### src/rtl/jeu_pkg.sv
// jeu_pkg: shared types, constants and byte classification for the json escape filter
// used by jeu_front, jeu_queue and jeu_back; no dependencies
package jeu_pkg;

  localparam int POSITION_BITS_DEF = 16;

  // configuration port
  localparam int CFG_IDX_BITS  = 1;
  localparam int CFG_DATA_BITS = 16;
  localparam logic [CFG_IDX_BITS-1:0] REG_START_POSITION  = 1'd0;
  localparam logic [CFG_IDX_BITS-1:0] REG_BUFFER_CAPACITY = 1'd1;
  localparam logic [CFG_DATA_BITS-1:0] START_RESET = 16'h0000;
  localparam logic [CFG_DATA_BITS-1:0] CAP_RESET   = 16'hFFFF;

  // queue between front and back
  localparam int QUEUE_DEPTH = 4;
  localparam int QUEUE_PTR_BITS = $clog2(QUEUE_DEPTH);

  // slots of the working byte window (held bytes plus one new byte)
  localparam int WIN_SLOTS = 4;

  // character codes
  localparam logic [7:0] CH_QMARK  = 8'h3F;
  localparam logic [7:0] CH_BSLASH = 8'h5C;
  localparam logic [7:0] CH_QUOTE  = 8'h22;
  localparam logic [7:0] CH_LF     = 8'h0A;
  localparam logic [7:0] CH_CR     = 8'h0D;
  localparam logic [7:0] CH_TAB    = 8'h09;
  localparam logic [7:0] CH_LOW_N  = 8'h6E;
  localparam logic [7:0] CH_LOW_R  = 8'h72;
  localparam logic [7:0] CH_LOW_T  = 8'h74;
  localparam logic [7:0] CH_NUL    = 8'h00;
  localparam logic [7:0] CTRL_LIMIT  = 8'h20;
  localparam logic [7:0] ASCII_LIMIT = 8'h80;
  localparam logic [7:0] CONT_LO  = 8'h80;
  localparam logic [7:0] CONT_HI  = 8'hBF;
  localparam logic [7:0] LEAD2_LO = 8'hC2;
  localparam logic [7:0] LEAD2_HI = 8'hDF;
  localparam logic [7:0] LEAD3_LO = 8'hE0;
  localparam logic [7:0] LEAD3_HI = 8'hEF;
  localparam logic [7:0] LEAD4_LO = 8'hF0;
  localparam logic [7:0] LEAD4_HI = 8'hF4;

  typedef enum logic [2:0] {
    K_PASS,
    K_QMARK,
    K_ESC,
    K_LEAD2,
    K_LEAD3,
    K_LEAD4
  } kind_t;

  typedef struct packed {
    logic [7:0] data;
    kind_t      kind;
    logic       cont;
  } byte_t;

  typedef struct packed {
    byte_t b;
    logic  has;
    logic  fin;
  } item_t;

  typedef struct packed {
    logic full;
    logic nonempty;
  } qstat_t;

  function automatic byte_t classify(input logic [7:0] v);
    byte_t r;
    r.data = v;
    r.cont = (v >= CONT_LO) && (v <= CONT_HI);
    if (v == CH_QUOTE || v == CH_BSLASH || v == CH_LF || v == CH_CR || v == CH_TAB) begin
      r.kind = K_ESC;
    end else if (v < CTRL_LIMIT) begin
      r.kind = K_QMARK;
    end else if (v < ASCII_LIMIT) begin
      r.kind = K_PASS;
    end else if (v >= LEAD2_LO && v <= LEAD2_HI) begin
      r.kind = K_LEAD2;
    end else if (v >= LEAD3_LO && v <= LEAD3_HI) begin
      r.kind = K_LEAD3;
    end else if (v >= LEAD4_LO && v <= LEAD4_HI) begin
      r.kind = K_LEAD4;
    end else begin
      r.kind = K_QMARK;
    end
    return r;
  endfunction

  // second byte of a backslash escape
  function automatic logic [7:0] esc_char(input logic [7:0] v);
    logic [7:0] r;
    if (v == CH_LF) begin
      r = CH_LOW_N;
    end else if (v == CH_CR) begin
      r = CH_LOW_R;
    end else if (v == CH_TAB) begin
      r = CH_LOW_T;
    end else begin
      r = v;
    end
    return r;
  endfunction

endpackage

### src/rtl/jeu_front.sv
// jeu_front: input side, accepts stream items and classifies the data byte
// depends on jeu_pkg; feeds jeu_queue
module jeu_front (
  input  logic               s_axis_tvalid,
  output logic               s_axis_tready,
  input  logic [7:0]         s_axis_tdata,   // in_byte
  input  logic               s_axis_tuser,   // has_byte
  input  logic               s_axis_tlast,   // is_final
  input  jeu_pkg::qstat_t    stat,
  output logic               push,
  output jeu_pkg::item_t     push_item
);

  assign s_axis_tready = !stat.full;
  assign push          = s_axis_tvalid && !stat.full;

  always_comb begin
    push_item.b   = jeu_pkg::classify(s_axis_tdata);
    push_item.has = s_axis_tuser;
    push_item.fin = s_axis_tlast;
  end

endmodule

### src/rtl/jeu_queue.sv
// jeu_queue: short fifo of classified items between front and back
// depends on jeu_pkg
module jeu_queue (
  input  logic             clk,
  input  logic             rst,
  input  logic             push,
  input  jeu_pkg::item_t   push_item,
  input  logic             pop,
  output jeu_pkg::item_t   head,
  output jeu_pkg::qstat_t  stat
);

  localparam int PB = jeu_pkg::QUEUE_PTR_BITS;

  jeu_pkg::item_t mem [jeu_pkg::QUEUE_DEPTH];
  logic [PB-1:0]  wr_ptr;
  logic [PB-1:0]  rd_ptr;
  logic [PB:0]    count;

  assign head          = mem[rd_ptr];
  assign stat.full     = (count == (PB+1)'(jeu_pkg::QUEUE_DEPTH));
  assign stat.nonempty = (count != '0);

  always_ff @(posedge clk) begin
    if (rst) begin
      wr_ptr <= '0;
      rd_ptr <= '0;
      count  <= '0;
    end else begin
      if (push) begin
        wr_ptr <= (wr_ptr == PB'(jeu_pkg::QUEUE_DEPTH - 1)) ? '0 : wr_ptr + PB'(1);
      end
      if (pop) begin
        rd_ptr <= (rd_ptr == PB'(jeu_pkg::QUEUE_DEPTH - 1)) ? '0 : rd_ptr + PB'(1);
      end
      unique case ({push, pop})
        2'b10:   count <= count + (PB+1)'(1);
        2'b01:   count <= count - (PB+1)'(1);
        default: count <= count;
      endcase
    end
    if (push) begin
      mem[wr_ptr] <= push_item;
    end
  end

endmodule

### src/rtl/jeu_back.sv
// jeu_back: escaper, one byte per cycle unless stalled, utf-8 checks and capacity stop
// depends on jeu_pkg; takes items from jeu_queue, drives the output register
module jeu_back #(
  parameter int POSITION_BITS = jeu_pkg::POSITION_BITS_DEF
) (
  input  logic                               clk,
  input  logic                               rst,
  input  logic                               cfg_we,
  input  logic [jeu_pkg::CFG_IDX_BITS-1:0]   cfg_index,
  input  logic [jeu_pkg::CFG_DATA_BITS-1:0]  cfg_data,
  input  jeu_pkg::item_t                     head,
  input  jeu_pkg::qstat_t                    stat,
  output logic                               pop,
  output logic                               m_axis_tvalid,
  input  logic                               m_axis_tready,
  output logic [23:0]                        m_axis_tdata,  // out_byte, out_position
  output logic                               m_axis_tlast   // done_res
);

  localparam int CW = ((POSITION_BITS > 16) ? POSITION_BITS : 16) + 2;

  typedef enum logic [2:0] {S_LOAD, S_RUN, S_SEQ, S_ESC2, S_TERM} state_t;

  state_t                     state, state_next;
  jeu_pkg::byte_t             q [jeu_pkg::WIN_SLOTS];
  jeu_pkg::byte_t             q_next [jeu_pkg::WIN_SLOTS];
  logic [2:0]                 n, n_next;
  logic [2:0]                 idx, idx_next;
  logic [1:0]                 hc, hc_next;
  logic                       fin, fin_next;
  logic                       stopped, stopped_next;
  logic [POSITION_BITS-1:0]   wp, wp_next;
  logic [1:0]                 rem, rem_next;
  logic [15:0]                start_pos, start_pos_next;
  logic [15:0]                cap, cap_next;
  logic                       out_valid, out_valid_next;
  logic [7:0]                 out_byte, out_byte_next;
  logic [15:0]                out_pos, out_pos_next;
  logic                       out_done, out_done_next;

  // decode of the byte under examination
  jeu_pkg::byte_t cur;
  logic [CW-1:0]  wp_ext;
  logic [CW-1:0]  cap_ext;
  logic           cap_hit;
  logic [2:0]     len;
  logic [2:0]     need;
  logic [2:0]     avail;
  logic [2:0]     lim;
  logic           ok;
  logic           fit;
  logic           emit_ok;

  // sequencer controls
  logic           emit;
  logic [7:0]     emit_byte;
  logic           emit_done;
  logic           loop_end;
  logic           hold;
  logic           load_req;
  logic [1:0]     hc_n;

  assign cur     = q[idx[1:0]];
  assign wp_ext  = CW'(wp);
  assign cap_ext = CW'(cap);
  assign cap_hit = (wp_ext + CW'(2)) >= cap_ext;
  assign emit_ok = !out_valid || m_axis_tready;
  assign need    = len - 3'd1;
  assign avail   = n - idx - 3'd1;
  assign lim     = (avail < need) ? avail : need;
  assign fit     = (wp_ext + CW'(len)) < cap_ext;

  always_comb begin
    unique case (cur.kind)
      jeu_pkg::K_LEAD2: len = 3'd2;
      jeu_pkg::K_LEAD3: len = 3'd3;
      jeu_pkg::K_LEAD4: len = 3'd4;
      default:          len = 3'd1;
    endcase
  end

  // continuation check over the bytes present after the lead
  always_comb begin
    logic [2:0] sel;
    ok = 1'b1;
    for (int k = 1; k < jeu_pkg::WIN_SLOTS; k++) begin
      sel = idx + 3'(k);
      if (3'(k) <= lim && !q[sel[1:0]].cont) begin
        ok = 1'b0;
      end
    end
  end

  always_comb begin
    logic [2:0] sel;
    state_next     = state;
    n_next         = n;
    idx_next       = idx;
    hc_next        = hc;
    fin_next       = fin;
    stopped_next   = stopped;
    wp_next        = wp;
    rem_next       = rem;
    start_pos_next = start_pos;
    cap_next       = cap;
    out_valid_next = out_valid;
    out_byte_next  = out_byte;
    out_pos_next   = out_pos;
    out_done_next  = out_done;
    for (int k = 0; k < jeu_pkg::WIN_SLOTS; k++) begin
      q_next[k] = q[k];
    end
    emit      = 1'b0;
    emit_byte = jeu_pkg::CH_NUL;
    emit_done = 1'b0;
    loop_end  = 1'b0;
    hold      = 1'b0;
    load_req  = 1'b0;
    hc_n      = hc;
    pop       = 1'b0;
    sel       = 3'd0;

    unique case (state)
      S_LOAD: begin
        load_req = 1'b1;
      end
      S_RUN: begin
        if (idx >= n) begin
          loop_end = 1'b1;
        end else if (stopped || cap_hit) begin
          stopped_next = 1'b1;
          loop_end     = 1'b1;
        end else begin
          unique case (cur.kind)
            jeu_pkg::K_PASS: begin
              if (emit_ok) begin
                emit      = 1'b1;
                emit_byte = cur.data;
                idx_next  = idx + 3'd1;
              end
            end
            jeu_pkg::K_ESC: begin
              if (emit_ok) begin
                emit       = 1'b1;
                emit_byte  = jeu_pkg::CH_BSLASH;
                state_next = S_ESC2;
              end
            end
            jeu_pkg::K_LEAD2, jeu_pkg::K_LEAD3, jeu_pkg::K_LEAD4: begin
              if (ok && avail < need && !fin) begin
                loop_end = 1'b1;
                hold     = 1'b1;
              end else if (ok && avail >= need && fit) begin
                if (emit_ok) begin
                  emit       = 1'b1;
                  emit_byte  = cur.data;
                  idx_next   = idx + 3'd1;
                  rem_next   = need[1:0];
                  state_next = S_SEQ;
                end
              end else if (emit_ok) begin
                emit      = 1'b1;
                emit_byte = jeu_pkg::CH_QMARK;
                idx_next  = idx + 3'd1;
              end
            end
            default: begin
              if (emit_ok) begin
                emit      = 1'b1;
                emit_byte = jeu_pkg::CH_QMARK;
                idx_next  = idx + 3'd1;
              end
            end
          endcase
        end
      end
      S_SEQ: begin
        if (emit_ok) begin
          emit      = 1'b1;
          emit_byte = cur.data;
          idx_next  = idx + 3'd1;
          rem_next  = rem - 2'd1;
          if (rem == 2'd1) begin
            state_next = S_RUN;
          end
        end
      end
      S_ESC2: begin
        if (emit_ok) begin
          emit       = 1'b1;
          emit_byte  = jeu_pkg::esc_char(cur.data);
          idx_next   = idx + 3'd1;
          state_next = S_RUN;
        end
      end
      S_TERM: begin
        if (emit_ok) begin
          emit         = 1'b1;
          emit_byte    = jeu_pkg::CH_NUL;
          emit_done    = 1'b1;
          wp_next      = POSITION_BITS'(start_pos);
          hc_next      = 2'd0;
          stopped_next = 1'b0;
          state_next   = S_LOAD;
        end
      end
      default: begin
        state_next = S_LOAD;
      end
    endcase

    // close the item: on an end item go to the terminator, else keep an incomplete sequence at the window base
    if (loop_end) begin
      if (fin) begin
        hc_next    = 2'd0;
        state_next = S_TERM;
      end else begin
        hc_n    = hold ? 2'(n - idx) : 2'd0;
        hc_next = hc_n;
        for (int k = 0; k < jeu_pkg::WIN_SLOTS; k++) begin
          sel = idx + 3'(k);
          if (3'(k) < {1'b0, hc_n}) begin
            q_next[k] = q[sel[1:0]];
          end
        end
        load_req   = 1'b1;
        state_next = S_LOAD;
      end
    end

    // append the next queued byte behind the held ones
    if (load_req && stat.nonempty) begin
      pop        = 1'b1;
      if (head.has) begin
        q_next[hc_n] = head.b;
      end
      n_next     = {1'b0, hc_n} + {2'b00, head.has};
      idx_next   = 3'd0;
      fin_next   = head.fin;
      state_next = S_RUN;
    end

    if (emit) begin
      out_valid_next = 1'b1;
      out_byte_next  = emit_byte;
      out_pos_next   = wp_ext[15:0];
      out_done_next  = emit_done;
      if (!emit_done) begin
        wp_next = wp + POSITION_BITS'(1);
      end
    end else if (m_axis_tready) begin
      out_valid_next = 1'b0;
    end

    if (cfg_we) begin
      unique case (cfg_index)
        jeu_pkg::REG_START_POSITION: begin
          start_pos_next = cfg_data;
          wp_next        = POSITION_BITS'(cfg_data);
        end
        jeu_pkg::REG_BUFFER_CAPACITY: begin
          cap_next = cfg_data;
        end
        default: begin
          cap_next = cap;
        end
      endcase
    end
  end

  always_ff @(posedge clk) begin
    if (rst) begin
      state     <= S_LOAD;
      n         <= 3'd0;
      idx       <= 3'd0;
      hc        <= 2'd0;
      fin       <= 1'b0;
      stopped   <= 1'b0;
      wp        <= POSITION_BITS'(jeu_pkg::START_RESET);
      rem       <= 2'd0;
      start_pos <= jeu_pkg::START_RESET;
      cap       <= jeu_pkg::CAP_RESET;
      out_valid <= 1'b0;
    end else begin
      state     <= state_next;
      n         <= n_next;
      idx       <= idx_next;
      hc        <= hc_next;
      fin       <= fin_next;
      stopped   <= stopped_next;
      wp        <= wp_next;
      rem       <= rem_next;
      start_pos <= start_pos_next;
      cap       <= cap_next;
      out_valid <= out_valid_next;
    end
    for (int k = 0; k < jeu_pkg::WIN_SLOTS; k++) begin
      q[k] <= q_next[k];
    end
    out_byte <= out_byte_next;
    out_pos  <= out_pos_next;
    out_done <= out_done_next;
  end

  assign m_axis_tvalid = out_valid;
  assign m_axis_tdata  = {out_pos, out_byte};
  assign m_axis_tlast  = out_done;

  // the window never holds more than four bytes and the cursor stays inside it
  a_window: assert property (@(posedge clk) disable iff (rst)
    (n <= 3'd4) && (idx <= n))
    else $error("window cursor out of range");

  // a multi-byte copy always has bytes left to emit
  a_seq_rem: assert property (@(posedge clk) disable iff (rst)
    (state == S_SEQ) |-> (rem != 2'd0))
    else $error("sequence copy with nothing left");

  // once stopped only the terminator is written
  a_stopped: assert property (@(posedge clk) disable iff (rst)
    (stopped && emit) |-> (state == S_TERM))
    else $error("byte written after capacity stop");

  // the terminator ends the run with no held bytes and no stop
  a_term_clear: assert property (@(posedge clk) disable iff (rst)
    (state == S_TERM && emit_ok && !cfg_we) |=> (hc == 2'd0 && !stopped && m_axis_tlast))
    else $error("run state not cleared after terminator");

endmodule

### src/rtl/json_escape_utf8_filter.sv
// json_escape_utf8_filter: top level of the json string escaper with utf-8 validation
// depends on jeu_pkg, jeu_front, jeu_queue and jeu_back
//
// Turns a byte stream into the body of a JSON string. Each input item carries a
// data byte (tdata), a has-byte flag (tuser) and an end-of-data mark (tlast). Each
// output item is one written byte with its buffer position; tlast marks the NUL
// terminator that closes a run. Quote and backslash get a backslash, newline, CR
// and tab become \n, \r, \t, other control bytes become '?', ASCII passes, and a
// UTF-8 sequence passes whole only when its lead is valid, its continuation
// bytes are all there and it fits below buffer_capacity; otherwise the lead
// becomes '?' and the bytes behind it are looked at again. Writing stops for the
// rest of the run once position+2 reaches the capacity. The back-end sequencer
// writes one output byte per cycle while the output register can take it, and
// closes each item in a step that writes nothing before it loads the next. A
// four-entry queue lets input keep flowing while the sequencer or the output
// side stalls; the output register holds one byte, and the sequencer waits
// while that byte is pending and not being taken.
module json_escape_utf8_filter #(
  parameter int POSITION_BITS = jeu_pkg::POSITION_BITS_DEF
) (
  input  logic                               clk,
  input  logic                               rst,
  // configuration: 0 start_position, 1 buffer_capacity
  input  logic                               cfg_we,
  input  logic [jeu_pkg::CFG_IDX_BITS-1:0]   cfg_index,
  input  logic [jeu_pkg::CFG_DATA_BITS-1:0]  cfg_data,
  // input stream
  input  logic                               s_axis_tvalid,
  output logic                               s_axis_tready,
  input  logic [7:0]                         s_axis_tdata,   // in_byte
  input  logic                               s_axis_tuser,   // has_byte
  input  logic                               s_axis_tlast,   // is_final
  // output stream
  output logic                               m_axis_tvalid,
  input  logic                               m_axis_tready,
  output logic [23:0]                        m_axis_tdata,   // out_byte, out_position
  output logic                               m_axis_tlast    // done_res
);

  // classified item path from front to back
  logic             push;
  jeu_pkg::item_t   push_item;
  logic             pop;
  jeu_pkg::item_t   head;
  jeu_pkg::qstat_t  stat;

  // front: accept and classify
  jeu_front u_front (
    .s_axis_tvalid (s_axis_tvalid),
    .s_axis_tready (s_axis_tready),
    .s_axis_tdata  (s_axis_tdata),
    .s_axis_tuser  (s_axis_tuser),
    .s_axis_tlast  (s_axis_tlast),
    .stat          (stat),
    .push          (push),
    .push_item     (push_item)
  );

  // queue decouples intake from the sequencer
  jeu_queue u_queue (
    .clk       (clk),
    .rst       (rst),
    .push      (push),
    .push_item (push_item),
    .pop       (pop),
    .head      (head),
    .stat      (stat)
  );

  // back: escape, utf-8 checks, capacity stop, positions and terminator
  jeu_back #(
    .POSITION_BITS (POSITION_BITS)
  ) u_back (
    .clk           (clk),
    .rst           (rst),
    .cfg_we        (cfg_we),
    .cfg_index     (cfg_index),
    .cfg_data      (cfg_data),
    .head          (head),
    .stat          (stat),
    .pop           (pop),
    .m_axis_tvalid (m_axis_tvalid),
    .m_axis_tready (m_axis_tready),
    .m_axis_tdata  (m_axis_tdata),
    .m_axis_tlast  (m_axis_tlast)
  );

endmodule

### config.mk
export PLATFORM = sky130hd
export DESIGN_NAME = json_escape_utf8_filter
export DESIGN_NICKNAME = d
export VERILOG_FILES = /design/src/rtl/jeu_pkg.sv /design/src/rtl/jeu_front.sv /design/src/rtl/jeu_queue.sv /design/src/rtl/jeu_back.sv /design/src/rtl/json_escape_utf8_filter.sv
export SDC_FILE = /design/constraint.sdc
export NUM_CORES = 1
export LEC_CHECK = 0
export BUFFER_PORTS_ARGS = -buffer_cell sky130_fd_sc_hd__buf_2
export CAP_MARGIN = 25
export CORE_ASPECT_RATIO = 2
export CORE_UTILIZATION = 54
export CTS_CLUSTER_SIZE = 30
export DETAILED_ROUTE_END_ITERATION = 12
export PLACE_DENSITY = 0.76
export SETUP_SLACK_MARGIN = 0.3
export SYNTH_ARGS = -nofsm -noshare
export SYNTH_HDL_FRONTEND = slang
export SYNTH_HIERARCHICAL = 1
export SYNTH_SLANG_ARGS = --single-unit
### constraint.sdc
create_clock -name clk -period 6.95 [get_ports clk]
set_input_delay 0.695 -clock clk [delete_from_list [all_inputs] [get_ports clk]]
set_output_delay 0.695 -clock clk [all_outputs]
set_load 0.02 [all_outputs]
======== After elaboration in Yosys (flattened, before gate mapping) ========
Memories as Yosys holds them, arrays and structs flattened. A register that Yosys moved wholly into a read port is not among the register bits.
Index checks and enable logic that the tools add are counted.
storage, ports and cells
  input bits .............................. 32
  flip-flop bits (word level) ............. 96
  logic and storage cells ................. 275
  memories kept ........................... 2
  bits in writable memories ............... 104
  output and inout bits ................... 27
operators by class
  muxes and demuxes ....................... 110
  equal/unequal tests ..................... 57
  bitwise logic cells ..................... 2
  $lt $le $gt $ge ......................... 23
  add/subtract/negate cells ............... 15
  reductions and logical operators ........ 48
memories
  memory       depth  bits a word  read ports  clocked after memory_dff  wr ports  line             source
  u_queue.mem  4      14           1           1                         1         jeu_queue.sv:15  jeu_pkg::item_t mem [jeu_pkg::QUEUE_DEPTH];
  u_back.q     4      12           8           1                         4         jeu_back.sv:25   jeu_pkg::byte_t q [jeu_pkg::WIN_SLOTS];
operators by type and width
  operator                 count
  $mux W16                 6
  $mux W48                 2
  $mux W36                 2
  $mux W8                  9
  $mux W3                  23
  $bwmux W48               1
  $eq A8 B4 Y1 const B     6
  $mux W12                 4
  $pmux W8 S3              2
  $mux W2                  20
  $ge A8 B8 Y1 const B     4
  $le A8 B8 Y1 const B     4
  $mux W1                  29
  $demux W12 S2            1
  $pmux W3 S2              4
  $reduce_and A12 Y1       2
  $ne A4 B1 Y1 const B     5
  $ge A18 B16 Y1           1
  $lt A18 B16 Y1           1
  $add A16 B2 Y17 const B  1
  $add A16 B3 Y17          1
  $add A16 B1 Y16 const B  1
  $ne A3 B1 Y1 const B     5
  $ne A5 B2 Y1 const B     3
  52 further kinds         118

======== Logic depth before layout (Yosys ltp) ========
Gate-level depths: netlist (run 1).
  depth after elaboration ................. 28
  mapped depth ............................ 22
  gate-level depth less buffers ........... 22

======== Hierarchy ========
The synthesis (run 1) kept the hierarchy.
by module, submodules not included
  module     sequential area each (um^2)  times used  cells an instance  area each (um^2)
  jeu_back   3153.0                       1           871                8927.3
  jeu_queue  1861.8                       1           117                2488.6
  jeu_front  0.0                          1           32                 217.7

======== Least setup slack after synthesis (run 1) ========
No wires, ideal clock.
  kind .................................... register -> register
  start point ............................. register u_back.idx[1]
  end point ............................... register u_queue.count[2]
  setup slack ............................. 1.970 ns
  data required time ...................... 6.880 ns
  setup time .............................. 0.070 ns
  path buffers ............................ 1
  arrival time ............................ 4.910 ns
  stages on the path, launching flop included .. 22
  path through ............................ dfxtp_1 -> clkbuf_1 -> inv_1 -> fa_1 -> inv_1 -> ha_1 -> xnor2_1 -> xnor2_1 -> ha_1 -> a21oi_1 -> nand2_1 -> o31ai_4 -> a21oi_2 -> nand2_1 -> o31a_2 -> a21o_2 -> inv_2 -> ha_1 -> fa_1 -> xnor2_1 -> or3_1 -> a21oi_1
on the way
  longest elaborated chain between the ends .. 21
RTL lines
  item                                                      line                             source
  start, declared                                           jeu_back.sv:28                   logic [2:0] idx, idx_next;
  start signal, assigned                                    jeu_back.sv:287                  idx <= idx_next;
  $sub A3 B3 Y3                                             jeu_back.sv:69                   assign avail = n - idx - 3'd1;
  $sub A3 B1 Y3                                             jeu_back.sv:69
  $lt A3 B3 Y1                                              jeu_back.sv:70, jeu_back.sv:150
  $mux W3                                                   jeu_back.sv:70                   assign lim = (avail < need) ? avail : need;
  $le A1 B3 Y1                                              jeu_back.sv:88                   if (3'(k) <= lim && !q[sel[1:0]].cont) begin
  $logic_and A1 B1 Y1                                       jeu_back.sv:88
  $mux W1 (3 in a row)                                      jeu_back.sv:88
  $logic_and A1 B1 Y1 (2 in a row)                          jeu_back.sv:150                  if (ok && avail < need && !fin) begin
  [... 3 more ...]                                          n/a
  $mux W1 *                                                 jeu_back.sv:128                  if (idx >= n) begin
  $mux W1 *                                                 jeu_back.sv:123                  unique case (state)
  $mux W1 *                                                 jeu_back.sv:213                  if (loop_end) begin
  $logic_and A1 B1 Y1 *                                     jeu_back.sv:232                  if (load_req && stat.nonempty) begin
  $mux W1 *                                                 jeu_back.sv:232
  net pop                                                   json_escape_utf8_filter.sv:43    logic pop;
  $eq A2 B1 Y1 / $eq A2 B2 Y1 (equally long branches)       jeu_queue.sv:36                  unique case ({push, pop})
  $pmux W3 S2 / $reduce_bool A2 Y1 (equally long branches)  n/a
  end signal, assigned                                      jeu_queue.sv:37                  2'b10: count <= count + (PB+1)'(1);
  end signal, assigned                                      jeu_queue.sv:38                  2'b01: count <= count - (PB+1)'(1);
  end signal, assigned                                      jeu_queue.sv:39                  default: count <= count;
  end, declared                                             jeu_queue.sv:18                  logic [PB:0] count;
Mark *: on every way through the listed nets, which the timed path passes. The rest lies on a longest branch.
A chain may end at the register's enable or synchronous reset.

==> results of run 1 <==
==> layout make-up <==
cell class | count | area, µm² | share of cell area, %
repair buffers | 75 | 415 | 3.26
well taps | 269 | 337 | 2.64
clock buffers | 25 | 561 | 4.40
inverters | 44 | 165 | 1.30
flip-flops and latches | 204 | 5010 | 39.4
clock inverters | 11 | 125 | 0.982
multi-input cells | 709 | 6120 | 48.1
==> sequential cells by signal (all words and copies together), names as in the netlist, 2 cells and up, named ones only <==
name and cells:
u_back/q 36, u_back/out_byte 8, u_back/cap 16, u_back/out_pos 16
u_back/rem 2, u_queue/wr_ptr 2, u_back/start_pos 16, u_queue/rd_ptr 2
u_queue/mem 56, u_queue/count 3, u_back/idx 3, u_back/n 3
u_back/hc 2, u_back/wp 16, u_back/state 3
==> stage by stage <==
stage          power [mW]  instance area [µm²]  setup WS, ns
2_1_floorplan        2.67                11600          1.97
3_3_place_gp         2.96                12000         0.987
3_5_place_dp         3.00                12000         0.939
4_1_cts              4.14                12700         0.758
5_1_grt              4.33                12700         0.561
6_report             4.13                12700         0.856
==> layer usage <==
layer  share of wire (%)  GRT usage (%)  vias up
met5                   0              0        -
met4                 7.8           20.9        0
li1                    -              -     3869
met3                 3.6           3.07      129
met1                  33           24.3     4074
met2                  55           51.1      274
==> worst reg2reg max path: cells and delay by family, from the launching register on <==
family          cells  cell delay (ns)
flops               1             0.52
simple gates        6             1.39
mux                 1             0.64
compound gates      7             1.64
xor+xnor            1             0.22
fa+ha+maj           3             0.92
buf+inv             3             0.54
==> report_power, final <==
group	leakage, nW	total (mW)	switching (mW)	internal [mW]
Combinational	3.04	1.45	0.816	0.635
Clock	0.333	1.13	0.474	0.654
Sequential	1.76	1.55	0.140	1.41
==> worst min path at each step <==
stage	startpoint	end	depth (start not counted)	slack, ns
6_report	s_axis_tuser	u_queue/mem[3][1]	1	0.39
5_1_grt	s_axis_tuser	u_queue/mem[3][1]	1	0.40
4_1_cts	s_axis_tuser	u_queue/mem[3][1]	1	0.38
3_5_place_dp	u_back/start_pos[1]	u_back/start_pos[1]	2	0.45
3_3_place_gp	u_back/start_pos[15]	u_back/start_pos[15]	2	0.44
2_1_floorplan	u_back/wp[8]	u_back/out_pos[8]	0	0.40
==> cell families after synthesis <==
family | after synthesis | share of synthesized area, %
and+or+nand+nor | 280 | 12.3
DFF | 204 | 43.1
AOI/OAI and AO/OA | 203 | 12.7
muxes | 129 | 18.3
buffers and inverters | 107 | 4.30
adders and majority gates | 57 | 6.32
xor gates and xnor gates | 38 | 2.86
other | 2 | 0.0646
==> layout by cell type (no fill, tap or decap), types with 19 or more instances in the layout <==
cell type  count
xor2_1        22
nand3_1       24
mux2_4        26
nor2_1        66
dfxtp_1      111
mux4_2        47
clkbuf_16     21
nand2_1       82
edfxtp_1      93
o21ai_0       21
inv_1         41
mux2_1        21
and3_1        19
ha_1          54
mux2_2        25
buf_2         58
a21oi_1       66
==> flow_metrics.tcl, run 1 <==
set metrics [dict create \
    gp_congestion 1.05 \
    maxSlewHeadroom_pct 39.8 \
    area_growth_pct 9.50 \
    run_status "finished clean" \
    cp_num_cells 21 \
    cts_max_level 1 \
    dieArea_um2 22200 \
    fmax_ghz 0.164 \
    critPathLaunchType "flip-flop" \
    wire_per_inst_um 21.4 \
    drtAntennaViolNets 0 \
    syn_area_um2 11600 \
    drive_gt1_share_pct 22.8 \
    required_ns 7.22 \
    synth-edff-count 93 \
    ff2ff_setup_slack_ns 0.86 \
    utilization_pct 60.6 \
    antenna_found_initial 0 \
    ys_top_cells_by_count "dfxtp_1, edfxtp_1, nand2_1" \
    ys.flop_type "dfxtp_1" \
    leakagePower_nw 5.14 \
    min_period_ns 6.09 \
    clk_pin_slew_ns 0.07 \
    hold_class "in -> reg" \
    final.setup_skew_ns 0.0158 \
    post_cts_buffers 0 \
    critPathMaxFanout 8 \
    cts_hold_buf 0 \
    drt_first_iter_violations 431 \
    numCtsBuffers 20 \
    synthArstFlopShare_pct 0 \
    die_w_um 106 \
    yosysSeqAreaShare_pct 43.1 \
    slew_viol_final 0 \
    ys_top_cells_by_area "edfxtp_1, dfxtp_1, mux4_2, ha_1, mux2_4" \
    cp-end-kind "flip-flop" \
    arrival_ns 6.36 \
    finalSetupViolations 0 \
    cts_root_buffer "clkbuf_16" \
    drc 0 \
    synth.avg_cell_area_um2 11.4 \
    core_um2 21000 \
    fin_crit_sh_pct 87.7 \
    tightestPinTransition_ns 0.902 \
    drt-total-wl_um 28600 \
    dp_cells 1300 \
    critPathTopFamily "compound AO/OA/AOI/OAI gates" \
    r2r_cells 21 \
    cts-resized-gates 0 \
    syn_nets 1109 \
    path_class "reg -> reg" \
    powerDensity_nw_per_um2 324 \
    clk_latency_ns 0.52 \
    ios 59 \
    initial_utilization_pct 55.3 \
    std_cell_rows 75 \
    final_cells 1337 \
    die_y_um 210 \
    vias 8346 \
    yosysTopAreaCell "edfxtp_1" \
    synth_top_area_share_pct 24.0 \
    drt_pass1_iterations 5 \
    worst_path_max_delay_cell "mux4_2" \
    max_stage_delay_ns 0.63 \
    crit_chain "buf_4 > mux4_2 > nor2b_4 > o21ai_1 > ha_1 > inv_1 > fa_1 > nor2b_1 > o2111ai_1 > nor2_1 > xor2_1 > ha_1 > a21oi_1 > o21ai_0 > a211oi_1 > a21oi_1 > nor3_2 > nor4_1 > clkbuf_2 > nand2b_1 > a22o_1" \
    worst_hold_slack_ns 0.393 \
    hold_violations 0 \
    cts_tree "done" \
    synth.most_common_cell "dfxtp_1" \
    grt_pass1_vias 8703 \
    overflow 0 \
    cts.path.max_buffers 3 \
    rsz0062_at_grt "false" \
    n_antenna_cell 0 \
    ys_ff_latch 204 \
    yosysUniqueCellTypes 94 \
    fin_setup_tns_ns 0 \
    cts_sinks 204 \
    cp_num_buf_inv 3 \
    final_nets 1143 \
    placement.io_buffers 58 \
    cap_violations 0 \
    rr_endpoint "u_back/out_byte[3]" \
    place_hpwl_um 21200 \
    grt_use_total_pct 26.5 \
    grt_max_degree 55 \
    vias_per_cell 6.24 \
    grt_pass1_wl_um 45100 \
    n_fill_cell 1748 \
    peakVddDrop_mv 0.277 \
    syn_inst 1020 \
    worstSetupEndpoint "u_back/out_byte[3]" \
    yosys_warnings 6 \
]
Power figures use the tool's default switching activity.
==> run 2, diff against run 1 <==
Settings changed: CORE_MARGIN set to 2.
==> run 2 against run 1 <==
Against the previous run:
- total power shrank 1.4%
- routed wire length shrank 6.1%
- setup slack improved by 0.49 ns
- non-clock buffer count fell by 5
- critical path type unchanged
- critical endpoint is now u_back/q[1][1]
- largest cell class unchanged
==> flow_metrics.tcl, run 2 (synthesis gave the netlist of run 1 again) <==
set metrics [dict create \
    die_w_um 108 \
    drt_pass1_iterations 5 \
    vias 8281 \
    initial_utilization_pct 54.6 \
    critPathMaxFanout 15 \
    use_met1_pct 33.2 \
    tightestPinTransition_ns 0.903 \
    worst_path_max_delay_cell "or4_4" \
    powerDensity_nw_per_um2 321 \
    cts_hold_buf 0 \
    cts-resized-gates 0 \
    cts_max_level 1 \
    cts_root_buffer "clkbuf_16" \
    slew_viol_final 0 \
    final_nets 1138 \
    final.setup_skew_ns 0.0166 \
    core_um2 21300 \
    grt_busiest_layer "met2" \
    n_fill_cell 1744 \
    std_cell_rows 76 \
    path_common_cell "nand3_1" \
    fmax_ghz 0.178 \
    required_ns 7.32 \
    finalSetupViolations 0 \
    gp_congestion 1.04 \
    utilization_pct 59.6 \
    r2r_cells 16 \
    ios 59 \
    place_hpwl_um 18900 \
    placed_cell_area_um2 12000 \
    power.total_mw 4.07 \
    grt_pass1_wl_um 43600 \
    cap_violations 0 \
    largest_register_ffs 56 \
    ff2ff_setup_slack_ns 1.34 \
    overflow 0 \
    dieArea_um2 22800 \
    drt_first_iter_violations 581 \
    regToRegStartpoint "u_back/wp[2]" \
    drive_gt1_share_pct 22.0 \
    hold_class "in -> reg" \
    final_common_cell "dfxtp_1" \
    min_period_ns 5.61 \
    hold_violations 0 \
    path_class "reg -> reg" \
    cts.path.max_buffers 3 \
    peakVddDrop_mv 0.269 \
    fin_setup_tns_ns 0 \
    drt-total-wl_um 26900 \
    hold_depth 1 \
    dp_cells 1299 \
    run_status "finished clean" \
    cts_tree "done" \
    arrival_ns 5.98 \
    cp-end-kind "flip-flop" \
    maxSlewHeadroom_pct 39.7 \
    critPathLaunchType "flip-flop" \
    final_area_um2 12700 \
    use_met3_pct 3.20 \
    min_to "u_queue/mem[1][0]" \
    drtAntennaViolNets 0 \
    hp-start "s_axis_tlast" \
    die_y_um 212 \
    vias_per_cell 6.20 \
    rr_endpoint "u_back/q[1][1]" \
    gr-usage-met2_pct 39.7 \
    startpoint "u_back/wp[2]" \
    grt_pass1_vias 8308 \
    cp_num_cells 16 \
    post_cts_buffers 0 \
    placement.io_buffers 58 \
    fin_crit_sh_pct 80.7 \
    rsz0062_at_grt "false" \
    crit_chain "ha_1 > nand3_1 > nor2_1 > and3_1 > nor2b_1 > nand3_1 > xnor2_1 > ha_1 > nand3_1 > or4_4 > o211ai_4 > nor3_1 > nand3_2 > a21boi_4 > nand4_2 > mux2_1" \
    clk_pin_slew_ns 0.06 \
    antenna_found_initial 0 \
    grt_max_degree 68 \
    critPathTopFamily "simple AND/OR/NAND/NOR gates" \
    cts_sinks 204 \
    max_stage_delay_ns 0.57 \
    grt_use_total_pct 24.0 \
    cp_num_buf_inv 0 \
    area_growth_pct 9.14 \
    final_cell_mix "dfxtp_1, edfxtp_1, nand2_1" \
    wire_per_inst_um 20.1 \
    reg_top3 "u_queue/mem x56, u_back/q x36" \
    final_cells 1336 \
    numCtsBuffers 20 \
    top_register "u_queue/mem" \
    leakagePower_nw 5.11 \
    clk_latency_ns 0.50 \
    drc 0 \
    n_antenna_cell 0 \
]
[run 2: changes by cell type in the layout (fill, tap and decap cells not counted), sizes merged]
cell | before | now
clkinvlp | 2 | 0
bufinv | 2 | 1
inv | 45 | 44
buf | 74 | 70
clkbuf | 26 | 29
[run 2: layer usage]
metal  up-vias  routed length, µm
li1       3852                  -
met1      4050              11400
met2       336              13000
met3        43               1930
met4         0                530
met5         -                  0
[run 2: where the power goes]
group	total [mW]	switching, mW	leakage, nW	internal, mW
Clock	1.09	0.451	0.327	0.636
Combinational	1.43	0.796	3.02	0.632
Sequential	1.56	0.144	1.76	1.41
[run 2: worst max path at each step]
stage                                     to  slack (ns)
final                         u_back/q[1][1]        1.34
after CTS                 u_back/out_byte[3]        1.35
after detailed placement  u_back/out_byte[3]        1.40
after global placement    u_back/out_byte[3]        1.55
after floorplan             u_queue/count[2]        1.97
after global routing      u_back/out_byte[3]        0.88
[run 2: final cells by class]
type	instances	area, µm²	share of cell area [%]
Timing Repair Buffer	70	395	3.11
Sequential cell	204	5010	39.5
Inverter	44	165	1.30
Clock buffer	29	597	4.70
Tap cell	273	342	2.69
Clock inverter	7	62.6	0.493
Multi-Input combinational cell	709	6120	48.2
[run 2: per-stage QoR]
stage | hold WS, ns | setup slack [ns]
floorplan | 0.403 | 1.97
global placement | 0.439 | 1.55
detailed placement | 0.444 | 1.40
CTS | 0.408 | 1.35
global route | 0.417 | 0.884
finish | 0.424 | 1.34
==> run 3, diff against run 2 <==
Clock period 6.95 ns to 5.5 ns, I/O delays scaled along.
==> run 3 against run 2 <==
Against the previous run:
- worst hold slack worse by 0.18 ns
- routed wire length is 0.29% higher
- combinational power is 36% higher
- final cell count is 1.5% higher
- total power is 32% higher
- register-to-register slack worse by 0.79 ns
- non-clock buffer count is 20 higher
==> flow_metrics.tcl, run 3 (synthesis gave the netlist of run 1 again) <==
set metrics [dict create \
    run_status "finished clean" \
    std_cell_rows 76 \
    fmax_ghz 0.202 \
    overflow 0 \
    drt_first_iter_violations 616 \
    max_stage_delay_ns 0.57 \
    drtAntennaViolNets 0 \
    cp-end-kind "flip-flop" \
    tightestPinTransition_ns 0.900 \
    numCtsBuffers 20 \
    vias_per_cell 6.16 \
    utilization_pct 60.9 \
    die_w_um 108 \
    slew_viol_final 0 \
    final.setup_skew_ns 0.0272 \
    cts_root_buffer "clkbuf_16" \
    wl_met2_um 13200 \
    powerDensity_nw_per_um2 415 \
    power.total_mw 5.38 \
    worst_path_max_delay_cell "or4_4" \
    routed.top_layer "met4" \
    clk_latency_ns 0.52 \
    leakagePower_nw 5.24 \
    gp_congestion 0.987 \
    crit_chain "ha_1 > nand3_1 > nor2_2 > and3_1 > nor2b_1 > nand3_1 > xnor2_1 > ha_1 > nand3_1 > or4_4 > o211ai_4 > nor2_2 > o31a_2 > a21o_4 > inv_2 > ha_1 > fa_1 > xnor2_1 > or3_1 > a21oi_1" \
    die_y_um 212 \
    pre_cts_slack_ns 0.322 \
    drive_gt1_share_pct 24.7 \
    reg_top3 "u_queue/mem x56, u_back/q x36" \
    clk_pin_slew_ns 0.06 \
    setup_ws_ns 0.555 \
    antenna_found_initial 0 \
    wire_per_inst_um 19.9 \
    core_um2 21300 \
    final_common_cell "dfxtp_1" \
    initial_utilization_pct 54.6 \
    wl_met3_um 1560 \
    hold_violations 0 \
    peakVddDrop_mv 0.373 \
    grt_use_total_pct 23.8 \
    cap_violations 0 \
    hold_class "in -> reg" \
    n_antenna_cell 0 \
    drt-total-wl_um 26900 \
    final_cell_mix "dfxtp_1, edfxtp_1, nand2_1" \
    place_hpwl_um 18900 \
    path_class "reg -> reg" \
    fin_setup_tns_ns 0 \
    rsz0062_at_grt "false" \
    grt_pass1_vias 8309 \
    critPathMaxFanout 11 \
    arrival_ns 5.38 \
    finalSetupViolations 0 \
    drt-met1-wl_um 11600 \
    final_area_um2 13000 \
    drc 0 \
    min_period_ns 4.94 \
    placed_cell_area_um2 12100 \
    fin_crit_sh_pct 89.9 \
    grt_max_degree 40 \
    cts_max_level 1 \
    n_fill_cell 1713 \
    vias 8352 \
    grt_pass1_wl_um 43200 \
    top_register "u_queue/mem" \
    cts_sinks 204 \
    largest_register_ffs 56 \
    drt_pass1_iterations 7 \
    area_growth_pct 11.5 \
    ios 59 \
    critPathLaunchType "flip-flop" \
    required_ns 5.93 \
    dp_cells 1313 \
    final_nets 1158 \
    final_cells 1356 \
    placement.io_buffers 58 \
    dieArea_um2 22800 \
    cts.path.max_buffers 3 \
    worst_hold_slack_ns 0.249 \
    cts_tree "done" \
    maxSlewHeadroom_pct 39.9 \
]
[run 3: cell count changes in the layout (fill, tap and decap cells not counted), sizes merged]
cell      change
bufinv        +3
clkbuf        -1
buf          +20
clkinv        -3
clkinvlp      +1
[run 3: final cells by class]
type / count / area (µm²) / share of cell area, %
multi-input combinational: 709 / 6180 / 47.6
sequential: 204 / 5020 / 38.7
clock buffer: 28 / 561 / 4.32
timing repair buffer: 90 / 554 / 4.27
tap: 273 / 342 / 2.63
inverter: 44 / 165 / 1.27
clock inverter: 8 / 154 / 1.19
[run 3: power breakdown]
group	switching, mW	internal, mW
clock network	0.584	0.904
logic	1.07	0.870
registers	0.164	1.79
total	1.82	3.56
[run 3: routing by layer]
metal,vias to the layer above,track usage (%)
li1,3909,-
met1,4099,33.3
met2,295,38.9
met3,49,2.83
met4,0,7.29
met5,-,0
[run 3: worst max-delay path, delay by kind of cell, from the launching register on]
| kind | cells | cell delay (ns) |
|---|---|---|
| XOR/XNOR | 2 | 0.25 |
| AO/OA/AOI/OAI | 4 | 1.11 |
| adder cells (fa/ha/maj) | 4 | 0.98 |
| flip-flops | 1 | 0.33 |
| buffers and inverters | 1 | 0.17 |
| AND/OR/NAND/NOR | 9 | 2.02 |
[run 3: final timing paths]
path	startpoint	to	slack (ns)	cells past startpoint
setup reg to reg	u_back/wp[1]	u_queue/count[2]	0.56	20
hold / removal	s_axis_tlast	u_queue/mem[3][0]	0.25	1
setup / recovery	u_back/wp[1]	u_queue/count[2]	0.56	20
hold reg to reg	u_back/start_pos[13]	u_back/start_pos[13]	0.46	2
[run 3: repair_timing]
| item | CTS | global route |
|---|---|---|
| hold buffers | 0 | 0 |
| gates resized for setup | 0 | 16 |
| pin swaps | 1 | 3 |
| setup endpoints to repair | 1 | 18 |
| buffers inserted | 0 | 5 |
| hold endpoints to repair | 0 | 0 |
